==> src/fsts_pkg.sv <==
// Shared types, character and type codes, and the conversion classifier.
package fsts_pkg;

    localparam int CFG_ADDR_W = 3;

    // Register word index on the configuration port
    localparam logic REG_SIZE_IS_64 = 1'b0;

    typedef enum logic [2:0] {
        PH_IDLE = 3'd0,
        PH_PCT  = 3'd1,
        PH_SKIP = 3'd2,
        PH_CONV = 3'd3,
        PH_IPFX = 3'd4,
        PH_I3   = 3'd5,
        PH_I6   = 3'd6
    } t_phase;

    localparam logic [3:0] TC_NONE     = 4'd0;
    localparam logic [3:0] TC_UNKNOWN  = 4'd1;
    localparam logic [3:0] TC_CHARPTR  = 4'd2;
    localparam logic [3:0] TC_WCHARPTR = 4'd3;
    localparam logic [3:0] TC_FLOAT    = 4'd4;
    localparam logic [3:0] TC_PTRINT   = 4'd5;
    localparam logic [3:0] TC_PTRVOID  = 4'd6;
    localparam logic [3:0] TC_INT32    = 4'd7;
    localparam logic [3:0] TC_INT64    = 4'd8;
    localparam logic [3:0] TC_UINT32   = 4'd9;
    localparam logic [3:0] TC_UINT64   = 4'd10;

    localparam logic [7:0] CH_PCT   = 8'h25;
    localparam logic [7:0] CH_H     = 8'h68;
    localparam logic [7:0] CH_L     = 8'h6C;
    localparam logic [7:0] CH_W     = 8'h77;
    localparam logic [7:0] CH_UP_I  = 8'h49;
    localparam logic [7:0] CH_2     = 8'h32;
    localparam logic [7:0] CH_3     = 8'h33;
    localparam logic [7:0] CH_4     = 8'h34;
    localparam logic [7:0] CH_6     = 8'h36;
    localparam logic [7:0] CH_UP_S  = 8'h53;
    localparam logic [7:0] CH_UP_A  = 8'h41;
    localparam logic [7:0] CH_UP_Z  = 8'h5A;
    localparam logic [7:0] CH_LO_A  = 8'h61;
    localparam logic [7:0] CH_LO_Z  = 8'h7A;
    localparam logic [7:0] CASE_OFS = 8'h20;

    typedef struct packed {
        logic [7:0] format_char;
        logic       string_last;
    } t_in_req;

    typedef struct packed {
        logic [3:0] type_code;
        logic       end_of_string;
        logic       last_of_run;
    } t_out_res;

    // One queued request: one or two results, eos belongs to the final one
    typedef struct packed {
        logic       two;
        logic [3:0] code0;
        logic [3:0] code1;
        logic       eos;
    } t_q_entry;

    typedef struct packed {
        logic full;
        logic empty;
    } t_q_status;

    function automatic logic is_upper(input logic [7:0] b);
        return (b >= CH_UP_A) && (b <= CH_UP_Z);
    endfunction

    function automatic logic is_letter(input logic [7:0] b);
        return is_upper(b) || ((b >= CH_LO_A) && (b <= CH_LO_Z));
    endfunction

    function automatic logic [3:0] classify(input logic [7:0] b, input logic wide,
                                            input logic size64);
        logic [7:0] lc;
        logic [3:0] code;
        lc = is_upper(b) ? b + CASE_OFS : b;
        unique case (lc)
            8'h63, 8'h64, 8'h69, 8'h6F: code = wide ? TC_INT64 : TC_INT32;   // c d i o
            8'h75, 8'h78:               code = wide ? TC_UINT64 : TC_UINT32; // u x
            8'h7A:                      code = size64 ? TC_UINT64 : TC_UINT32; // z
            8'h65, 8'h66, 8'h67:        code = TC_FLOAT;                     // e f g
            8'h6E:                      code = TC_PTRINT;                    // n
            8'h70:                      code = TC_PTRVOID;                   // p
            8'h73:                      code = (b == CH_UP_S) ? TC_WCHARPTR : TC_CHARPTR;
            default:                    code = TC_UNKNOWN;
        endcase
        return code;
    endfunction

endpackage

==> src/fsts_front.sv <==
// Front end: phase machine that classifies each accepted byte into a queued request.
module fsts_front (
    input  logic              i_clk,
    input  logic              i_rst_n,
    input  logic              i_accept,
    input  fsts_pkg::t_in_req i_req,
    input  logic              i_size_is_64,
    output logic              o_push,
    output fsts_pkg::t_q_entry o_entry
);
    import fsts_pkg::*;

    t_phase r_phase, n_phase;
    logic   r_wide, n_wide;

    t_phase     mid_phase;
    logic       mid_wide;
    logic       r1_valid;
    logic [3:0] r1_code;
    logic [7:0] b;
    logic       skip_path;

    assign b = i_req.format_char;

    // Per-byte step before end-of-string handling
    always_comb begin
        mid_phase = r_phase;
        mid_wide  = r_wide;
        r1_valid  = 1'b0;
        r1_code   = TC_UNKNOWN;
        skip_path = 1'b0;
        unique case (r_phase)
            PH_PCT: begin
                if (b == CH_PCT) begin
                    mid_phase = PH_IDLE;
                end else begin
                    mid_phase = PH_SKIP;
                    skip_path = 1'b1;
                end
            end
            PH_SKIP: skip_path = 1'b1;
            PH_CONV: begin
                r1_valid  = 1'b1;
                r1_code   = classify(b, r_wide, i_size_is_64);
                mid_phase = PH_IDLE;
            end
            PH_IPFX: begin
                if (b == CH_3) begin
                    mid_phase = PH_I3;
                end else if (b == CH_6) begin
                    mid_phase = PH_I6;
                end else begin
                    mid_wide  = i_size_is_64;
                    r1_valid  = 1'b1;
                    r1_code   = classify(b, i_size_is_64, i_size_is_64);
                    mid_phase = PH_IDLE;
                end
            end
            PH_I3, PH_I6: begin
                if ((r_phase == PH_I3 && b == CH_2) || (r_phase == PH_I6 && b == CH_4)) begin
                    mid_wide  = (r_phase == PH_I6);
                    mid_phase = PH_CONV;
                end else begin
                    // broken modifier: report it, then rescan this byte
                    r1_valid  = 1'b1;
                    r1_code   = TC_UNKNOWN;
                    mid_phase = (b == CH_PCT) ? PH_PCT : PH_IDLE;
                end
            end
            default: mid_phase = (b == CH_PCT) ? PH_PCT : PH_IDLE;
        endcase
        if (skip_path && is_letter(b)) begin
            if (b == CH_H || b == CH_L || b == CH_W) begin
                mid_wide  = 1'b0;
                mid_phase = PH_CONV;
            end else if (b == CH_UP_I) begin
                mid_phase = PH_IPFX;
            end else begin
                r1_valid  = 1'b1;
                r1_code   = classify(b, 1'b0, i_size_is_64);
                mid_phase = PH_IDLE;
            end
        end
    end

    // Next state
    always_comb begin
        n_phase = r_phase;
        n_wide  = r_wide;
        if (i_accept) begin
            n_phase = i_req.string_last ? PH_IDLE : mid_phase;
            n_wide  = i_req.string_last ? 1'b0 : mid_wide;
        end
    end

    // Request built for the back end
    always_comb begin
        logic       dangling;
        logic [3:0] end_code;
        dangling = (mid_phase == PH_I3) || (mid_phase == PH_I6);
        end_code = (mid_phase == PH_IDLE) ? TC_NONE : TC_UNKNOWN;
        o_entry  = '{two: 1'b0, code0: r1_code, code1: TC_NONE, eos: 1'b0};
        o_push   = i_accept && (r1_valid || i_req.string_last);
        if (i_req.string_last) begin
            o_entry.eos = 1'b1;
            if (r1_valid) begin
                o_entry.two   = 1'b1;
                o_entry.code1 = end_code;
            end else if (dangling) begin
                o_entry.two   = 1'b1;
                o_entry.code0 = TC_UNKNOWN;
                o_entry.code1 = TC_NONE;
            end else begin
                o_entry.code0 = end_code;
            end
        end
    end

    always_ff @(posedge i_clk) begin
        if (!i_rst_n) begin
            r_phase <= PH_IDLE;
            r_wide  <= 1'b0;
        end else begin
            r_phase <= n_phase;
            r_wide  <= n_wide;
        end
    end

endmodule

==> src/fsts_queue.sv <==
// Small FIFO of classified requests between front and back end.
module fsts_queue #(
    parameter int DEPTH = 4
) (
    input  logic                i_clk,
    input  logic                i_rst_n,
    input  logic                i_push,
    input  fsts_pkg::t_q_entry  i_wdata,
    input  logic                i_pop,
    output fsts_pkg::t_q_entry  o_rdata,
    output fsts_pkg::t_q_status o_status
);
    import fsts_pkg::*;

    localparam int PTR_W = $clog2(DEPTH);
    localparam int CNT_W = $clog2(DEPTH + 1);

    t_q_entry           r_mem [DEPTH];
    logic [PTR_W-1:0]   r_wr_ptr, n_wr_ptr;
    logic [PTR_W-1:0]   r_rd_ptr, n_rd_ptr;
    logic [CNT_W-1:0]   r_count, n_count;

    function automatic logic [PTR_W-1:0] ptr_inc(input logic [PTR_W-1:0] p);
        return (p == PTR_W'(DEPTH - 1)) ? '0 : p + 1'b1;
    endfunction

    assign o_rdata        = r_mem[r_rd_ptr];
    assign o_status.full  = (r_count == CNT_W'(DEPTH));
    assign o_status.empty = (r_count == '0);

    always_comb begin
        n_wr_ptr = i_push ? ptr_inc(r_wr_ptr) : r_wr_ptr;
        n_rd_ptr = i_pop ? ptr_inc(r_rd_ptr) : r_rd_ptr;
        n_count  = r_count + CNT_W'(i_push) - CNT_W'(i_pop);
    end

    always_ff @(posedge i_clk) begin
        if (!i_rst_n) begin
            r_wr_ptr <= '0;
            r_rd_ptr <= '0;
            r_count  <= '0;
        end else begin
            r_wr_ptr <= n_wr_ptr;
            r_rd_ptr <= n_rd_ptr;
            r_count  <= n_count;
        end
    end

    always_ff @(posedge i_clk) begin
        if (i_push) begin
            r_mem[r_wr_ptr] <= i_wdata;
        end
    end

    a_no_overflow: assert property (@(posedge i_clk) disable iff (!i_rst_n)
        i_push |-> !o_status.full || i_pop)
        else $error("queue push while full");
    a_no_underflow: assert property (@(posedge i_clk) disable iff (!i_rst_n)
        i_pop |-> !o_status.empty)
        else $error("queue pop while empty");
    a_count_bound: assert property (@(posedge i_clk) disable iff (!i_rst_n)
        r_count <= CNT_W'(DEPTH))
        else $error("queue count out of range");

endmodule

==> src/fsts_back.sv <==
// Back end: splits queued requests into single results behind an output register.
module fsts_back (
    input  logic                i_clk,
    input  logic                i_rst_n,
    input  fsts_pkg::t_q_entry  i_head,
    input  fsts_pkg::t_q_status i_status,
    output logic                o_pop,
    input  logic                i_out_stall,
    output logic                o_out_valid,
    output fsts_pkg::t_out_res  o_out_data
);
    import fsts_pkg::*;

    logic     r_sub, n_sub;          // 1 while the second result of the head is pending
    logic     r_valid, n_valid;
    t_out_res r_data, n_data;
    logic     load;
    logic     final_sub;

    assign load      = !i_status.empty && (!r_valid || !i_out_stall);
    assign final_sub = r_sub || !i_head.two;
    assign o_pop     = load && final_sub;

    always_comb begin
        n_sub   = r_sub;
        n_valid = r_valid && i_out_stall;
        n_data  = r_data;
        if (load) begin
            n_valid              = 1'b1;
            n_sub                = !final_sub;
            n_data.type_code     = r_sub ? i_head.code1 : i_head.code0;
            n_data.end_of_string = final_sub && i_head.eos;
            n_data.last_of_run   = final_sub;
        end
    end

    always_ff @(posedge i_clk) begin
        if (!i_rst_n) begin
            r_sub   <= 1'b0;
            r_valid <= 1'b0;
        end else begin
            r_sub   <= n_sub;
            r_valid <= n_valid;
        end
    end

    always_ff @(posedge i_clk) begin
        r_data <= n_data;
    end

    assign o_out_valid = r_valid;
    assign o_out_data  = r_data;

    a_sub_needs_pair: assert property (@(posedge i_clk) disable iff (!i_rst_n)
        r_sub |-> !i_status.empty && i_head.two)
        else $error("second result pending without a two-result request");
    a_second_follows_first: assert property (@(posedge i_clk) disable iff (!i_rst_n)
        (load && !final_sub) |=> r_valid && !r_data.last_of_run)
        else $error("first of two results not presented");

endmodule

==> src/format_spec_type_scanner.sv <==
// Top level of the printf format spec type scanner.
//
//  channel | direction | handshake                  | payload
//  --------+-----------+----------------------------+--------------------------------------
//  in      | request   | i_in_valid / o_in_stall    | i_in_data  (format_char, string_last)
//  out     | result    | o_out_valid / i_out_stall  | o_out_data (type_code, eos, last)
//  cfg     | APB rd/wr | psel/penable/pwrite/pready | paddr, pwdata, prdata (size_is_64)
//
// One byte is accepted per cycle while the request queue has room.  A byte that
// yields two results (a result on the final byte, or a string ending inside
// I3/I6) holds the single output register for both results in turn; the queue absorbs that.
// A byte's first result goes through the queue entry, written at the accepting edge,
// and then the output register, which loads only when it is empty or not stalled.
// Reset is synchronous, active low: phase idle, queue empty, size_is_64 = 1.
// Input and output stall independently; o_in_stall rises only when the queue is full.
module format_spec_type_scanner #(
    parameter int QUEUE_DEPTH = 4
) (
    input  logic                            i_clk,
    input  logic                            i_rst_n,
    input  logic                            i_in_valid,
    output logic                            o_in_stall,
    input  fsts_pkg::t_in_req               i_in_data,
    output logic                            o_out_valid,
    input  logic                            i_out_stall,
    output fsts_pkg::t_out_res              o_out_data,
    input  logic                            psel,
    input  logic                            penable,
    input  logic                            pwrite,
    input  logic [fsts_pkg::CFG_ADDR_W-1:0] paddr,
    input  logic [31:0]                     pwdata,
    output logic [31:0]                     prdata,
    output logic                            pready
);
    import fsts_pkg::*;

    logic      r_size_is_64;
    logic      cfg_wr;
    logic      in_accept;
    logic      push;
    logic      pop;
    t_q_entry  wr_entry;
    t_q_entry  head;
    t_q_status q_status;

    // Config register: word index is the address bit above the byte offset
    assign pready = 1'b1;
    assign cfg_wr = psel && penable && pwrite;
    assign prdata = (paddr[2] == REG_SIZE_IS_64) ? {31'd0, r_size_is_64} : 32'd0;

    always_ff @(posedge i_clk) begin
        if (!i_rst_n) begin
            r_size_is_64 <= 1'b1;
        end else if (cfg_wr && paddr[2] == REG_SIZE_IS_64) begin
            r_size_is_64 <= pwdata[0];
        end
    end

    assign o_in_stall = q_status.full;
    assign in_accept  = i_in_valid && !q_status.full;

    fsts_front u_front (
        .i_clk        (i_clk),
        .i_rst_n      (i_rst_n),
        .i_accept     (in_accept),
        .i_req        (i_in_data),
        .i_size_is_64 (r_size_is_64),
        .o_push       (push),
        .o_entry      (wr_entry)
    );

    fsts_queue #(
        .DEPTH (QUEUE_DEPTH)
    ) u_queue (
        .i_clk    (i_clk),
        .i_rst_n  (i_rst_n),
        .i_push   (push),
        .i_wdata  (wr_entry),
        .i_pop    (pop),
        .o_rdata  (head),
        .o_status (q_status)
    );

    fsts_back u_back (
        .i_clk       (i_clk),
        .i_rst_n     (i_rst_n),
        .i_head      (head),
        .i_status    (q_status),
        .o_pop       (pop),
        .i_out_stall (i_out_stall),
        .o_out_valid (o_out_valid),
        .o_out_data  (o_out_data)
    );

endmodule

==> config.mk <==
export PLATFORM = sky130hd
export DESIGN_NAME = format_spec_type_scanner
export DESIGN_NICKNAME = d
export VERILOG_FILES = /design/src/fsts_pkg.sv /design/src/fsts_front.sv /design/src/fsts_queue.sv /design/src/fsts_back.sv /design/src/format_spec_type_scanner.sv
export SDC_FILE = /design/constraint.sdc
export NUM_CORES = 1
export LEC_CHECK = 0
export ABC_AREA = 1
export BUFFER_PORTS_ARGS = -buffer_cell sky130_fd_sc_hd__buf_2
export CORE_UTILIZATION = 30
export CTS_CLUSTER_DIAMETER = 40
export DETAILED_ROUTE_END_ITERATION = 12
export GPL_ROUTABILITY_DRIVEN = 0
export PLACE_DENSITY_LB_ADDON = 0.08
export SYNTH_ARGS = -nofsm -noshare
export SYNTH_HDL_FRONTEND = slang
export SYNTH_SLANG_ARGS = --single-unit
==> constraint.sdc <==
create_clock -name i_clk -period 3.4 [get_ports i_clk]
set_clock_uncertainty 0.2 [all_clocks]
set_input_delay 1.02 -clock i_clk [delete_from_list [all_inputs] [get_ports i_clk]]
set_output_delay 1.02 -clock i_clk [all_outputs]
set_load 0.02 [all_outputs]
==> metrics.yaml <==
critical_path:
  path_common_cell: "nand2_1"
  worst_ep_arrival_time_ns: 3.04
  worst_setup_path_start_kind: "primary input"
  critPathMaxFanout: 7
  cp_cell_sequence: "buf_2, nand2_1, nor3_2, nand2_1, nand2_1, nand2_2, nand2_1, nand3_2, nand2_1, inv_2, nand3_2, nand2_4, inv_2, ha_1, inv_1, fa_1, o21ai_0, a21oi_1"
  cp-end-kind: "flip-flop"
  crit_slowest_cell: "fa_1"
  crit_type: "primary input to flip-flop"
  rr_worst_depth: 13
  critPathRequiredTime_ns: 3.40
  startpoint: "i_in_data[7]"
  cp_slowest_stage_delay_ns: 0.40
synthesis:
  synth_area_leaders: "edfxtp_1, dfxtp_1, nand2_1"
  synth_fa_ha_area_share_pct: 3.78
  synth_area_per_cell_um2: 7.87
  synth_top_area_cell: "edfxtp_1"
  synth_top_family_by_area: "simple AND/OR/NAND/NOR gates"
  ys.flop_type: "edfxtp_1"
  yosys.cell_types.count: 39
  ys_seq_area_share_pct: 42.2
  ys_async_sr_fraction_pct: 0
  muxShareOfSynthArea_pct: 0
  netlist_instances: 404
  synth_edf_count: 34
  synth_top_area_share_pct: 32.1
  synthXorXnorAreaFrac_pct: 0
  synth_compound_area_share_pct: 11.1
  ys_ff_latch: 50
  synth_simple_gate_area_share_pct: 28.8
  synth_area_um2: 3180
  yosysWarnings: 0
die:
  core_um2: 10300
  rows: 37
  die_area_um2: 11000
  fp.dieW_um: 105
  dieHeight_um: 105
  ios: 92
  start_util_pct: 30.9
power:
  clkPwrFrac_pct: 21.6
  p_leak_nw: 1.68
  ir_drop_uv: 183
  p_switching_mw: 0.684
  power_frac_comb_pct: 34.4
  power.internal_mw: 1.22
  swShare_pct: 36.0
  p_per_area_nw_per_um2: 524
  pwr-share-seq_pct: 44.0
  power_mw: 1.90
place:
  dp_hpwl_mm: 5.43
  port_buffers: 26
drt:
  drt_wl_total_mm: 6.85
  ant_nets: 0
  dr.pass1.iters: 4
  vias_per_cell: 4.31
  via_count: 2552
  routedWlPerCell_um: 11.6
  drt-initial-drc-count: 67
  drc: 0
layout:
  fillers: 1132
  area.sequential_um2: 1340
  area.growth.synth_to_final_pct: 14.0
  diodes: 0
  fin_nets: 515
  drive_above_1_share_pct: 18.6
  multiInputGateArea_um2: 1510
clock_network:
  clock_path_buffers: 2
  cts_tree: "done"
  cts_sinks: 50
  cts_max_level: 2
  cts_buffers: 5
  cts_root_buf: "clkbuf_8"
  clk_latency_ns: 0.30
  clk_pin_slew_ns: 0.09
  post_cts_resized: 0
  cts_setup_buffers: 0
  hold_buffers: 0
sta:
  setup_tns_ns: 0
  fin_crit_ns: 3.05
  drv_slew: 0
  worst_pin_slew_ns: 0.679
  fin_crit_sh_pct: 89.7
  max_freq_mhz: 328
  finalHoldViolCount: 0
  final-setup-viol-count: 0
  slew_headroom_pct: 54.2
  rsz0062_at_grt: "no"
min_path:
  min_path_type: "flip-flop to flip-flop"
  hold_depth: 2
  min_from: "u_queue.r_count[2]$_SDFF_PN0_"
flow_run:
  cap_violations: 0
global_route:
  grtUsageTotal_pct: 12.8
  grt_pass1_vias: 2372
  antenna_found_initial: 0
  grt_max_degree: 16
  grt_overflow: 0
  grt_pass1_wl_mm: 11.2
status:
  outcome: "finished, final reports clean"
==> synthesized netlist by cell type (5+ instances only) <==
cell type  instances
ha_1               8
nor3_1             6
edfxtp_1          34
nand2_1           80
nand3_1           21
a21oi_1           11
o21ai_0           25
inv_1             45
nor2_1            63
dfxtp_1           16
buf_4             32
nor2_2             6
o22ai_1            5
==> cells in the final DEF, fill, tap and decap left out, types with 2 or more instances in the layout <==
cell,instances
nand2_4,3
buf_2,26
clkbuf_8,5
nand3b_1,2
a21oi_1,11
nor2_4,2
nor2_1,63
o31ai_1,2
dfxtp_1,16
nand3_1,21
conb_1,32
nand3_2,2
o22ai_1,5
nor2_2,6
o2111ai_1,2
nand2_1,80
o211ai_1,2
a31oi_1,2
inv_2,4
o21ai_2,2
edfxtp_1,34
buf_4,24
nand2_2,4
inv_1,45
o21ai_1,4
nor3_1,6
o21ai_0,25
nand4_1,4
ha_1,8
==> logic make-up after synthesis <==
kind of cell	count (synthesis)
fa+ha+maj	9
simple gates	198
buf+inv	85
compound gates	60
other cells	2
flops	50
==> routing by layer <==
| layer | vias up | global-route usage [%] | share of wire [%] |
|---|---|---|---|
| met2 | 34 | 22.0 | 47 |
| met5 | - | 0 | 0 |
| li1 | 1366 | - | - |
| met1 | 1142 | 16.6 | 49 |
| met3 | 10 | 1.87 | 2.1 |
| met4 | 0 | 3.72 | 1.4 |
==> power by group through the flow <==
stage / logic (mW) / clock network, mW / registers [mW]
floorplan: 0.429 / 0 / 0.893
global placement: 0.665 / 0 / 0.852
detailed placement: 0.661 / 0 / 0.853
CTS: 0.666 / 0.424 / 0.839
global route: 0.753 / 0.448 / 0.849
finish: 0.654 / 0.410 / 0.835
==> worst max-delay path: cells and delay by family <==
kind                       cells  cell delay, ns
AOI/OAI and AO/OA              2            0.24
adders and majority gates      2            0.53
buffers and inverters          4            0.31
and+or+nand+nor               10            0.94
==> worst paths after layout <==
| path | to | slack, ns |
|---|---|---|
| setup reg to reg | u_queue.r_count[2]$_SDFF_PN0_ | 0.65 |
| setup / recovery | u_queue.r_count[2]$_SDFF_PN0_ | 0.35 |
| hold reg to reg | u_back.o_out_valid$_SDFF_PN0_ | 0.31 |
| hold / removal | u_back.o_out_valid$_SDFF_PN0_ | 0.31 |
==> through the flow <==
stage | instance area (µm²) | util [%] | std cells | hold WS, ns | worst slack (ns)
after floorplan | 3290 | - | 434 | 0.255 | 0.234
final | 3630 | 35.3 | 592 | 0.310 | 0.351
after global routing | 3630 | 35.3 | 592 | 0.321 | 0.0760
after CTS | 3630 | 35.3 | 592 | 0.310 | 0.355
after global placement | 3520 | 34.2 | 584 | 0.277 | 0.0362
after detailed placement | 3520 | 34.2 | 584 | 0.276 | 0.0332
==> sequential cells by signal, summed over array words and instances (netlist names), named ones only <==
signal / cells
u_queue.r_wr_ptr: 2
u_back.o_out_data: 6
u_back.r_sub: 1
r_size_is_64: 1
u_front.r_phase: 3
u_queue.r_rd_ptr: 2
u_front.r_wide: 1
u_queue.r_mem: 28
u_back.o_out_valid: 1
u_queue.r_count: 3
==> cell type report <==
type,instances,area share [%]
clock buffer,6,2.00
timing repair buffer,50,8.56
sequential,50,37.0
multi-input combinational,299,41.7
inverter,49,5.07
clock inverter,2,1.00
tap,136,4.69
Note: power is estimated with default switching activity, not from simulation.
